[src/rtl/core/assert_macros.svh]
// Assertion helpers shared by the RTL.
`ifndef ASSERT_MACROS_SVH
`define ASSERT_MACROS_SVH

// Clocked check, off while reset is held.
`define ASSERT_CLK(label, prop, msg) \
    label: assert property (@(posedge aclk) disable iff (!aresetn) (prop)) else $error(msg);

// Clocked check that also holds through reset.
`define ASSERT_CLK_ALWAYS(label, prop, msg) \
    label: assert property (@(posedge aclk) (prop)) else $error(msg);

`endif

[src/rtl/core/uidt_pkg.sv]
`timescale 1ns / 1ps
package uidt_pkg;

    localparam int MAX_IDS = 16;
    localparam int ID_W    = 16;
    localparam int OP_W    = 2;
    localparam int IDX_W   = (MAX_IDS > 1) ? $clog2(MAX_IDS) : 1;
    localparam int CNT_W   = $clog2(MAX_IDS + 1);

    localparam logic [OP_W-1:0] OP_CHECK = 2'd0;
    localparam logic [OP_W-1:0] OP_ADD   = 2'd1;
    localparam logic [OP_W-1:0] OP_NEXT  = 2'd2;

    typedef struct packed {
        logic            accept;
        logic [OP_W-1:0] op;
        logic            do_add;
        logic            start_search;
        logic            step;
        logic            use_cand;
        logic            load_imm;
        logic            load_search;
    } uidt_cmd_t;

    typedef struct packed {
        logic hit;
        logic last;
    } uidt_status_t;

endpackage

[src/rtl/core/uidt_dp.sv]
`timescale 1ns / 1ps
`include "assert_macros.svh"
module uidt_dp (
    input  logic                          aclk,
    input  logic                          aresetn,
    input  uidt_pkg::uidt_cmd_t           cmd,
    input  logic [uidt_pkg::ID_W-1:0]     id_value,
    output uidt_pkg::uidt_status_t        sts,
    output logic                          present,
    output logic                          update_flag,
    output logic [uidt_pkg::ID_W-1:0]     next_id
);

    logic [uidt_pkg::ID_W-1:0]  table_reg [uidt_pkg::MAX_IDS];
    logic [uidt_pkg::IDX_W-1:0] wpos_reg, wpos_next;
    logic [uidt_pkg::CNT_W-1:0] count_reg, count_next;
    logic                       flag_reg, flag_next;
    logic [uidt_pkg::ID_W-1:0]  cand_reg;
    logic [uidt_pkg::IDX_W-1:0] step_reg;
    logic                       present_reg;
    logic                       uflag_reg;
    logic [uidt_pkg::ID_W-1:0]  next_reg;
    logic [uidt_pkg::ID_W-1:0]  key;
    logic                       hit;
    logic                       store;

    assign key = cmd.use_cand ? cand_reg : id_value;

    // Parallel compare against the filled part of the ring.
    always_comb begin
        hit = 1'b0;
        for (int i = 0; i < uidt_pkg::MAX_IDS; i++) begin
            if ((uidt_pkg::CNT_W'(i) < count_reg) && (table_reg[i] == key)) begin
                hit = 1'b1;
            end
        end
    end

    assign sts.hit  = hit;
    assign sts.last = (step_reg == uidt_pkg::IDX_W'(uidt_pkg::MAX_IDS - 1));

    assign store = cmd.do_add && !hit;

    always_comb begin
        wpos_next  = wpos_reg;
        count_next = count_reg;
        flag_next  = flag_reg;
        if (cmd.do_add) begin
            flag_next = !hit;
        end
        if (store) begin
            wpos_next = (wpos_reg == uidt_pkg::IDX_W'(uidt_pkg::MAX_IDS - 1)) ?
                        '0 : wpos_reg + 1'b1;
            if (count_reg != uidt_pkg::CNT_W'(uidt_pkg::MAX_IDS)) begin
                count_next = count_reg + 1'b1;
            end
        end
    end

    always_ff @(posedge aclk) begin
        if (!aresetn) begin
            wpos_reg  <= '0;
            count_reg <= '0;
            flag_reg  <= 1'b0;
            step_reg  <= '0;
        end else begin
            wpos_reg  <= wpos_next;
            count_reg <= count_next;
            flag_reg  <= flag_next;
            if (cmd.start_search) begin
                step_reg <= '0;
            end else if (cmd.step) begin
                step_reg <= step_reg + 1'b1;
            end
        end
    end

    always_ff @(posedge aclk) begin
        if (store) begin
            table_reg[wpos_reg] <= id_value;
        end
        if (cmd.start_search) begin
            cand_reg <= id_value + 1'b1;
        end else if (cmd.step) begin
            cand_reg <= cand_reg + 1'b1;
        end
        if (cmd.load_imm) begin
            present_reg <= (cmd.op == uidt_pkg::OP_CHECK) && hit;
            uflag_reg   <= flag_next;
            next_reg    <= '0;
        end else if (cmd.load_search) begin
            present_reg <= 1'b0;
            uflag_reg   <= flag_reg;
            next_reg    <= hit ? cand_reg + 1'b1 : cand_reg;
        end
    end

    assign present     = present_reg;
    assign update_flag = uflag_reg;
    assign next_id     = next_reg;

    `ASSERT_CLK(a_count_bound, count_reg <= uidt_pkg::CNT_W'(uidt_pkg::MAX_IDS), "valid count overflow")
    `ASSERT_CLK(a_ring_fill, (count_reg != uidt_pkg::CNT_W'(uidt_pkg::MAX_IDS)) |-> (uidt_pkg::CNT_W'(wpos_reg) == count_reg), "write position out of step with fill")
    `ASSERT_CLK(a_no_step_past_end, cmd.step |-> !sts.last, "search stepped past last candidate")

endmodule

[src/rtl/core/uidt_ctrl.sv]
`timescale 1ns / 1ps
`include "assert_macros.svh"
module uidt_ctrl (
    input  logic                          aclk,
    input  logic                          aresetn,
    input  logic                          s_tvalid,
    input  logic [uidt_pkg::OP_W-1:0]     s_op,
    output logic                          s_tready,
    output logic                          m_tvalid,
    input  logic                          m_tready,
    input  uidt_pkg::uidt_status_t        sts,
    output uidt_pkg::uidt_cmd_t           cmd
);

    localparam logic ST_IDLE   = 1'b0;
    localparam logic ST_SEARCH = 1'b1;

    logic state_reg, state_next;
    logic m_tvalid_reg, m_tvalid_next;
    logic out_free;
    logic accept;
    logic done;

    assign out_free = !m_tvalid_reg || m_tready;
    assign s_tready = (state_reg == ST_IDLE) && out_free;
    assign accept   = s_tvalid && s_tready;
    assign done     = !sts.hit || sts.last;

    always_comb begin
        cmd              = '0;
        cmd.accept       = accept;
        cmd.op           = s_op;
        cmd.do_add       = accept && (s_op == uidt_pkg::OP_ADD);
        cmd.start_search = accept && (s_op == uidt_pkg::OP_NEXT);
        cmd.load_imm     = accept && (s_op != uidt_pkg::OP_NEXT);
        cmd.use_cand     = (state_reg == ST_SEARCH);
        cmd.step         = (state_reg == ST_SEARCH) && !done;
        cmd.load_search  = (state_reg == ST_SEARCH) && done && out_free;
    end

    always_comb begin
        state_next = state_reg;
        unique case (state_reg)
            ST_IDLE: begin
                if (cmd.start_search) begin
                    state_next = ST_SEARCH;
                end
            end
            ST_SEARCH: begin
                if (cmd.load_search) begin
                    state_next = ST_IDLE;
                end
            end
            default: state_next = ST_IDLE;
        endcase
    end

    always_comb begin
        if (cmd.load_imm || cmd.load_search) begin
            m_tvalid_next = 1'b1;
        end else if (m_tready) begin
            m_tvalid_next = 1'b0;
        end else begin
            m_tvalid_next = m_tvalid_reg;
        end
    end

    always_ff @(posedge aclk) begin
        if (!aresetn) begin
            state_reg    <= ST_IDLE;
            m_tvalid_reg <= 1'b0;
        end else begin
            state_reg    <= state_next;
            m_tvalid_reg <= m_tvalid_next;
        end
    end

    assign m_tvalid = m_tvalid_reg;

    `ASSERT_CLK(a_result_source, $rose(m_tvalid_reg) |-> ($past(state_reg) == ST_SEARCH || $past(accept)), "result raised without a request")
    `ASSERT_CLK(a_search_blocks, (state_reg == ST_SEARCH) |-> !s_tready, "request taken during search")
    `ASSERT_CLK(a_search_ends, (state_reg == ST_SEARCH && sts.last && out_free) |=> (state_reg == ST_IDLE), "search ran past its last candidate")

endmodule

[src/rtl/core/used_id_table_with_next_free.sv]
`timescale 1ns / 1ps
// Check and add: the result is registered in the cycle after the request is taken.
// Next-free: the request starts a search of one candidate per cycle against
// the full table compare; the result is registered when the search ends.
// One request at a time: no new one is taken while a search runs or a result waits.
// Reset (aresetn low, synchronous) empties the table, zeroes the ring
// position and the update flag, and drops any pending result.
module used_id_table_with_next_free (
    input  logic        aclk,
    input  logic        aresetn,
    // Request channel
    input  logic        s_tvalid,
    output logic        s_tready,
    input  logic [15:0] s_tdata,   // [15:0] id_value
    input  logic [1:0]  s_tuser,   // [1:0] op
    // Result channel
    output logic        m_tvalid,
    input  logic        m_tready,
    output logic [23:0] m_tdata    // [0] present, [1] update_flag, [17:2] next_id, rest zero
);

    uidt_pkg::uidt_cmd_t          cmd;
    uidt_pkg::uidt_status_t       sts;
    logic                         present;
    logic                         update_flag;
    logic [uidt_pkg::ID_W-1:0]    next_id;

    // Sequencer: takes requests, walks the next-free search, owns the
    // result valid and the backpressure toward the request side.
    uidt_ctrl u_ctrl (
        .aclk     (aclk),
        .aresetn  (aresetn),
        .s_tvalid (s_tvalid),
        .s_op     (s_tuser),
        .s_tready (s_tready),
        .m_tvalid (m_tvalid),
        .m_tready (m_tready),
        .sts      (sts),
        .cmd      (cmd)
    );

    // Table, ring pointer, fill count, search candidate and result register.
    uidt_dp u_dp (
        .aclk        (aclk),
        .aresetn     (aresetn),
        .cmd         (cmd),
        .id_value    (s_tdata),
        .sts         (sts),
        .present     (present),
        .update_flag (update_flag),
        .next_id     (next_id)
    );

    // Pack the result fields from the lowest bit up; pad to whole bytes.
    assign m_tdata = {6'b0, next_id, update_flag, present};

endmodule

[config.mk]
export PLATFORM = sky130hd
export DESIGN_NAME = used_id_table_with_next_free
export DESIGN_NICKNAME = d
export VERILOG_FILES = /design/src/rtl/core/uidt_pkg.sv /design/src/rtl/core/uidt_dp.sv /design/src/rtl/core/uidt_ctrl.sv /design/src/rtl/core/used_id_table_with_next_free.sv
export VERILOG_INCLUDE_DIRS = /design/src /design/src/rtl/core
export SDC_FILE = /design/constraint.sdc
export NUM_CORES = 1
export LEC_CHECK = 0
export BUFFER_PORTS_ARGS = -buffer_cell sky130_fd_sc_hd__buf_2
export CORE_ASPECT_RATIO = 0.9
export CORE_MARGIN = 2
export CORE_UTILIZATION = 55
export CTS_CLUSTER_DIAMETER = 30
export DETAILED_ROUTE_END_ITERATION = 7
export HOLD_SLACK_MARGIN = 0.02
export PLACE_DENSITY = 0.72
export SYNTH_ARGS = -nofsm -noshare
export SYNTH_HDL_FRONTEND = slang
export SYNTH_SLANG_ARGS = --single-unit
export TNS_END_PERCENT = 1
[constraint.sdc]
create_clock -name aclk -period 7.14 [get_ports aclk]
set_input_delay 0.357 -clock aclk [delete_from_list [all_inputs] [get_ports aclk]]
set_output_delay 0.357 -clock aclk [all_outputs]
set_load 0.005 [all_outputs]
==> impl_metrics.tcl <==
set metrics [dict create \
    drt_first_pass_iters 5 \
    p_switching_mw 1.248 \
    synthDominantAreaCellType "edfxtp_1" \
    synthMostInstantiatedCell "edfxtp_1" \
    cp_cell_sequence "mux2i_4 -> xnor2_1 -> nor4_1 -> nand3_1 -> o22ai_1 -> nor4_2 -> nand3_1 -> buf_4 -> nor2_1 -> and3_1" \
    area.growth.synth_to_final_pct 16.48 \
    final_net_count 1256 \
    first_global_vias 9979 \
    htreeDepth 2 \
    clkPwrFrac_pct 52.8 \
    setup_repair_after_global_routing_missed_its_margin "no" \
    clock_latency_ns 0.58 \
    hold_path_class "input pin to flip-flop" \
    ratio_of_cells_with_drive_above_1_in_the_final_layout_pct 13.99 \
    clock_skew_ns 0.02426 \
    power_report.internal_total_mw 3.825 \
    timing.final.max_slew_violations 0 \
    cts-buffers-inserted 57 \
    count_of_state_elements_after_synthesis 306 \
    detail_route.wirelength_um 41520 \
    global_route.usage.total_pct 29.81 \
    design.portCount 48 \
    gr-total-overflow 0 \
    top_ff_cell_synth "edfxtp_1" \
    share_seq_of_total_power_pct 39.5 \
    leakage_dissipation_nw 5.577 \
    yosysWarnings 0 \
    max-clock-path-buffers 3 \
    fp.dieArea_sq_um 28460 \
    cts_tree "yes" \
    detail-route-antenna-nets 0 \
    floorplan.die.height_um 160.2 \
    power_per_cell_area_nw_per_um2 291.9 \
    maxSlewHeadroom_pct 19.10 \
    post_detailed_placement_cell_area_sq_um 15440 \
    p_comb_share_pct 7.7 \
    antenna_found_initial 1 \
    vias 10190 \
    dp.final_hpwl_um 24820 \
    cts-hold-fix-buffers 0 \
    cts-root-buf "clkbuf_16" \
    syn-cell-area_sq_um 14920 \
    port_buffers 41 \
    worst-path-max-fanout 24 \
    routed_via_density 6.269 \
    post_cts_resize_count 0 \
    yosysTopAreaCellShare_pct 55.16 \
    worst_path_max_delay_cell "dfxtp_2" \
    timing.final.crit_period_ns 6.043 \
    drt-wirelength-per-cell_um 25.53 \
    cpPeakStageDelay_ns 1.08 \
    yosysUniqueCellTypes 61 \
    ir_worst_vdd_mv 0.2267 \
    max_cap_violations 0 \
    yosysSeqAreaShare_pct 59.45 \
    fp.coreArea_sq_um 26820 \
    synth-edff-count 274 \
    totalNegativeSetupSlack_ns 0 \
    timing.setup.critical_path_class "flip-flop to flip-flop" \
    post-route-cell-area_sq_um 17380 \
    timing_worst_slew_pin_value_ns 1.209 \
    netSwitchingFraction_pct 24.60 \
    largest_register_ffs 256 \
    count_of_buffers_added_by_post_cts_timing_repair_for_setup 0 \
    post-layout-total-power_mw 5.072 \
    place_congestion 0.8818 \
    grt_max_degree 35 \
    cts.clk_slew.worst_paths_ns 0.05 \
    tritoncts_sinks 306 \
    cp_top_family "simple AND/OR/NAND/NOR gates" \
    initialDrtViolationCount 1241 \
    floorplan.initialDensity_pct 55.63 \
    min_period_over_period_pct 84.64 \
    crit_required_ns 7.33 \
    final-setup-viol-count 0 \
    critPathMostFrequentCell "nand3_1" \
    crit_buf_inv 1 \
    fmaxAchievable_mhz 165.5 \
    post_synth_inst_count 1158 \
    cells_taking_the_most_area_after_synthesis "edfxtp_1, xnor2_1, dfxtp_1" \
    detail_route.drc_violations 0 \
    outcome "completed" \
    diodes 0 \
    crit_arrival_ns 6.24 \
    critical_path.endpoint_type "flip-flop" \
    synth_top_cells_by_count "edfxtp_1, xnor2_1, nor4_1" \
    synth_area_per_cell_sq_um 12.88 \
    row_count 57 \
    ys_async_sr_fraction_pct 0 \
    grt_pass1_wl_um 62270 \
    die-width_um 177.6 \
    critPathLaunchType "flip-flop" \
    final_hold_vio_count 0 \
]
final timing paths:
path	slack [ns]	start	to	depth (start not counted)
max	1.10	u_ctrl.state_reg$_SDFF_PN0_	u_dp.table_reg[10][10]$_DFFE_PP_	10
min	0.16	m_tready	u_ctrl.m_tvalid$_SDFFE_PN0P_	3
max reg2reg	1.10	u_ctrl.state_reg$_SDFF_PN0_	u_dp.table_reg[10][10]$_DFFE_PP_	10
min reg2reg	0.46	u_dp.flag_reg$_SDFF_PN0_	u_dp.flag_reg$_SDFF_PN0_	2
through the flow:
step | hold slack (ns) | worst slack [ns] | cells | utilization (%)
floorplan | 0.4443 | 2.501 | 1163 | -
global placement | 0.4497 | 1.380 | 1520 | 57.58
detailed placement | 0.4569 | 1.315 | 1520 | 57.58
CTS | 0.1461 | 1.293 | 1626 | 64.80
global route | 0.1790 | 0.8879 | 1626 | 64.80
finish | 0.1578 | 1.097 | 1626 | 64.80
tightest hold or removal path, delay by kind of cell:
family	cells	cell delay [ns]
AOI/OAI and AO/OA	1	0.09
and+or+nand+nor	1	0.15
buffers and inverters	1	0.07
area by class of cell:
type | instances | area, sq um
sequential | 306 | 8870
timing repair buffer | 60 | 347.8
multi-input combinational | 789 | 5738
fill | 1977 | 9440
clock buffer | 60 | 1438
tap | 354 | 442.9
inverter | 11 | 41.29
clock inverter | 46 | 498.0
logic make-up after synthesis:
group                    synth area share [%]
flip-flops                              59.45
other                                 0.02514
AO/OA/AOI/OAI                           5.234
multiplexers                            3.053
XOR/XNOR                                16.50
adder cells (fa/ha/maj)                0.7549
AND/OR/NAND/NOR                         12.41
buffers and inverters                   2.575
routing by layer:
layer	vias to the layer above	GRT usage (%)	wire, um	share of wire (%)
met2	626	45.49	18640	45
met4	0	10.95	1671	4.0
li1	4448	-	-	-
met1	4999	42.37	16740	40
met5	-	0	0	0
met3	120	6.167	4462	11
placed cells by master, fill, tap and decap left out, types with 6 or more instances in the layout:
cell type	netlist	final
buf_2	7	41
nand2_1	69	69
a21oi_1	18	18
dfxtp_1	32	31
o211a_1	7	7
xor2_1	18	18
or4_1	6	6
nor4_1	73	72
xnor2_1	263	263
bufinv_16	0	6
nand4_1	24	24
conb_1	1	6
o22ai_1	9	9
edfxtp_1	274	274
and3_1	26	26
nor3_1	22	22
clkinv_1	0	9
ha_1	9	9
and2_1	10	10
inv_6	0	13
nor2_1	64	63
buf_4	25	19
nand3_1	32	32
o21ai_0	18	18
inv_1	11	11
mux2i_4	12	16
or3_1	12	12
mux2i_1	16	13
clkbuf_16	0	57
power groups by stage:
stage / Sequential [mW] / Clock (mW) / Combinational (mW)
6_report: 2.00 / 2.68 / 0.390
5_1_grt: 2.00 / 2.78 / 0.418
4_1_cts: 2.00 / 2.69 / 0.386
3_5_place_dp: 2.04 / 0 / 0.383
3_3_place_gp: 2.04 / 0 / 0.377
2_1_floorplan: 2.02 / 0 / 0.250
No activity file was read; power rests on OpenSTA's default activity.
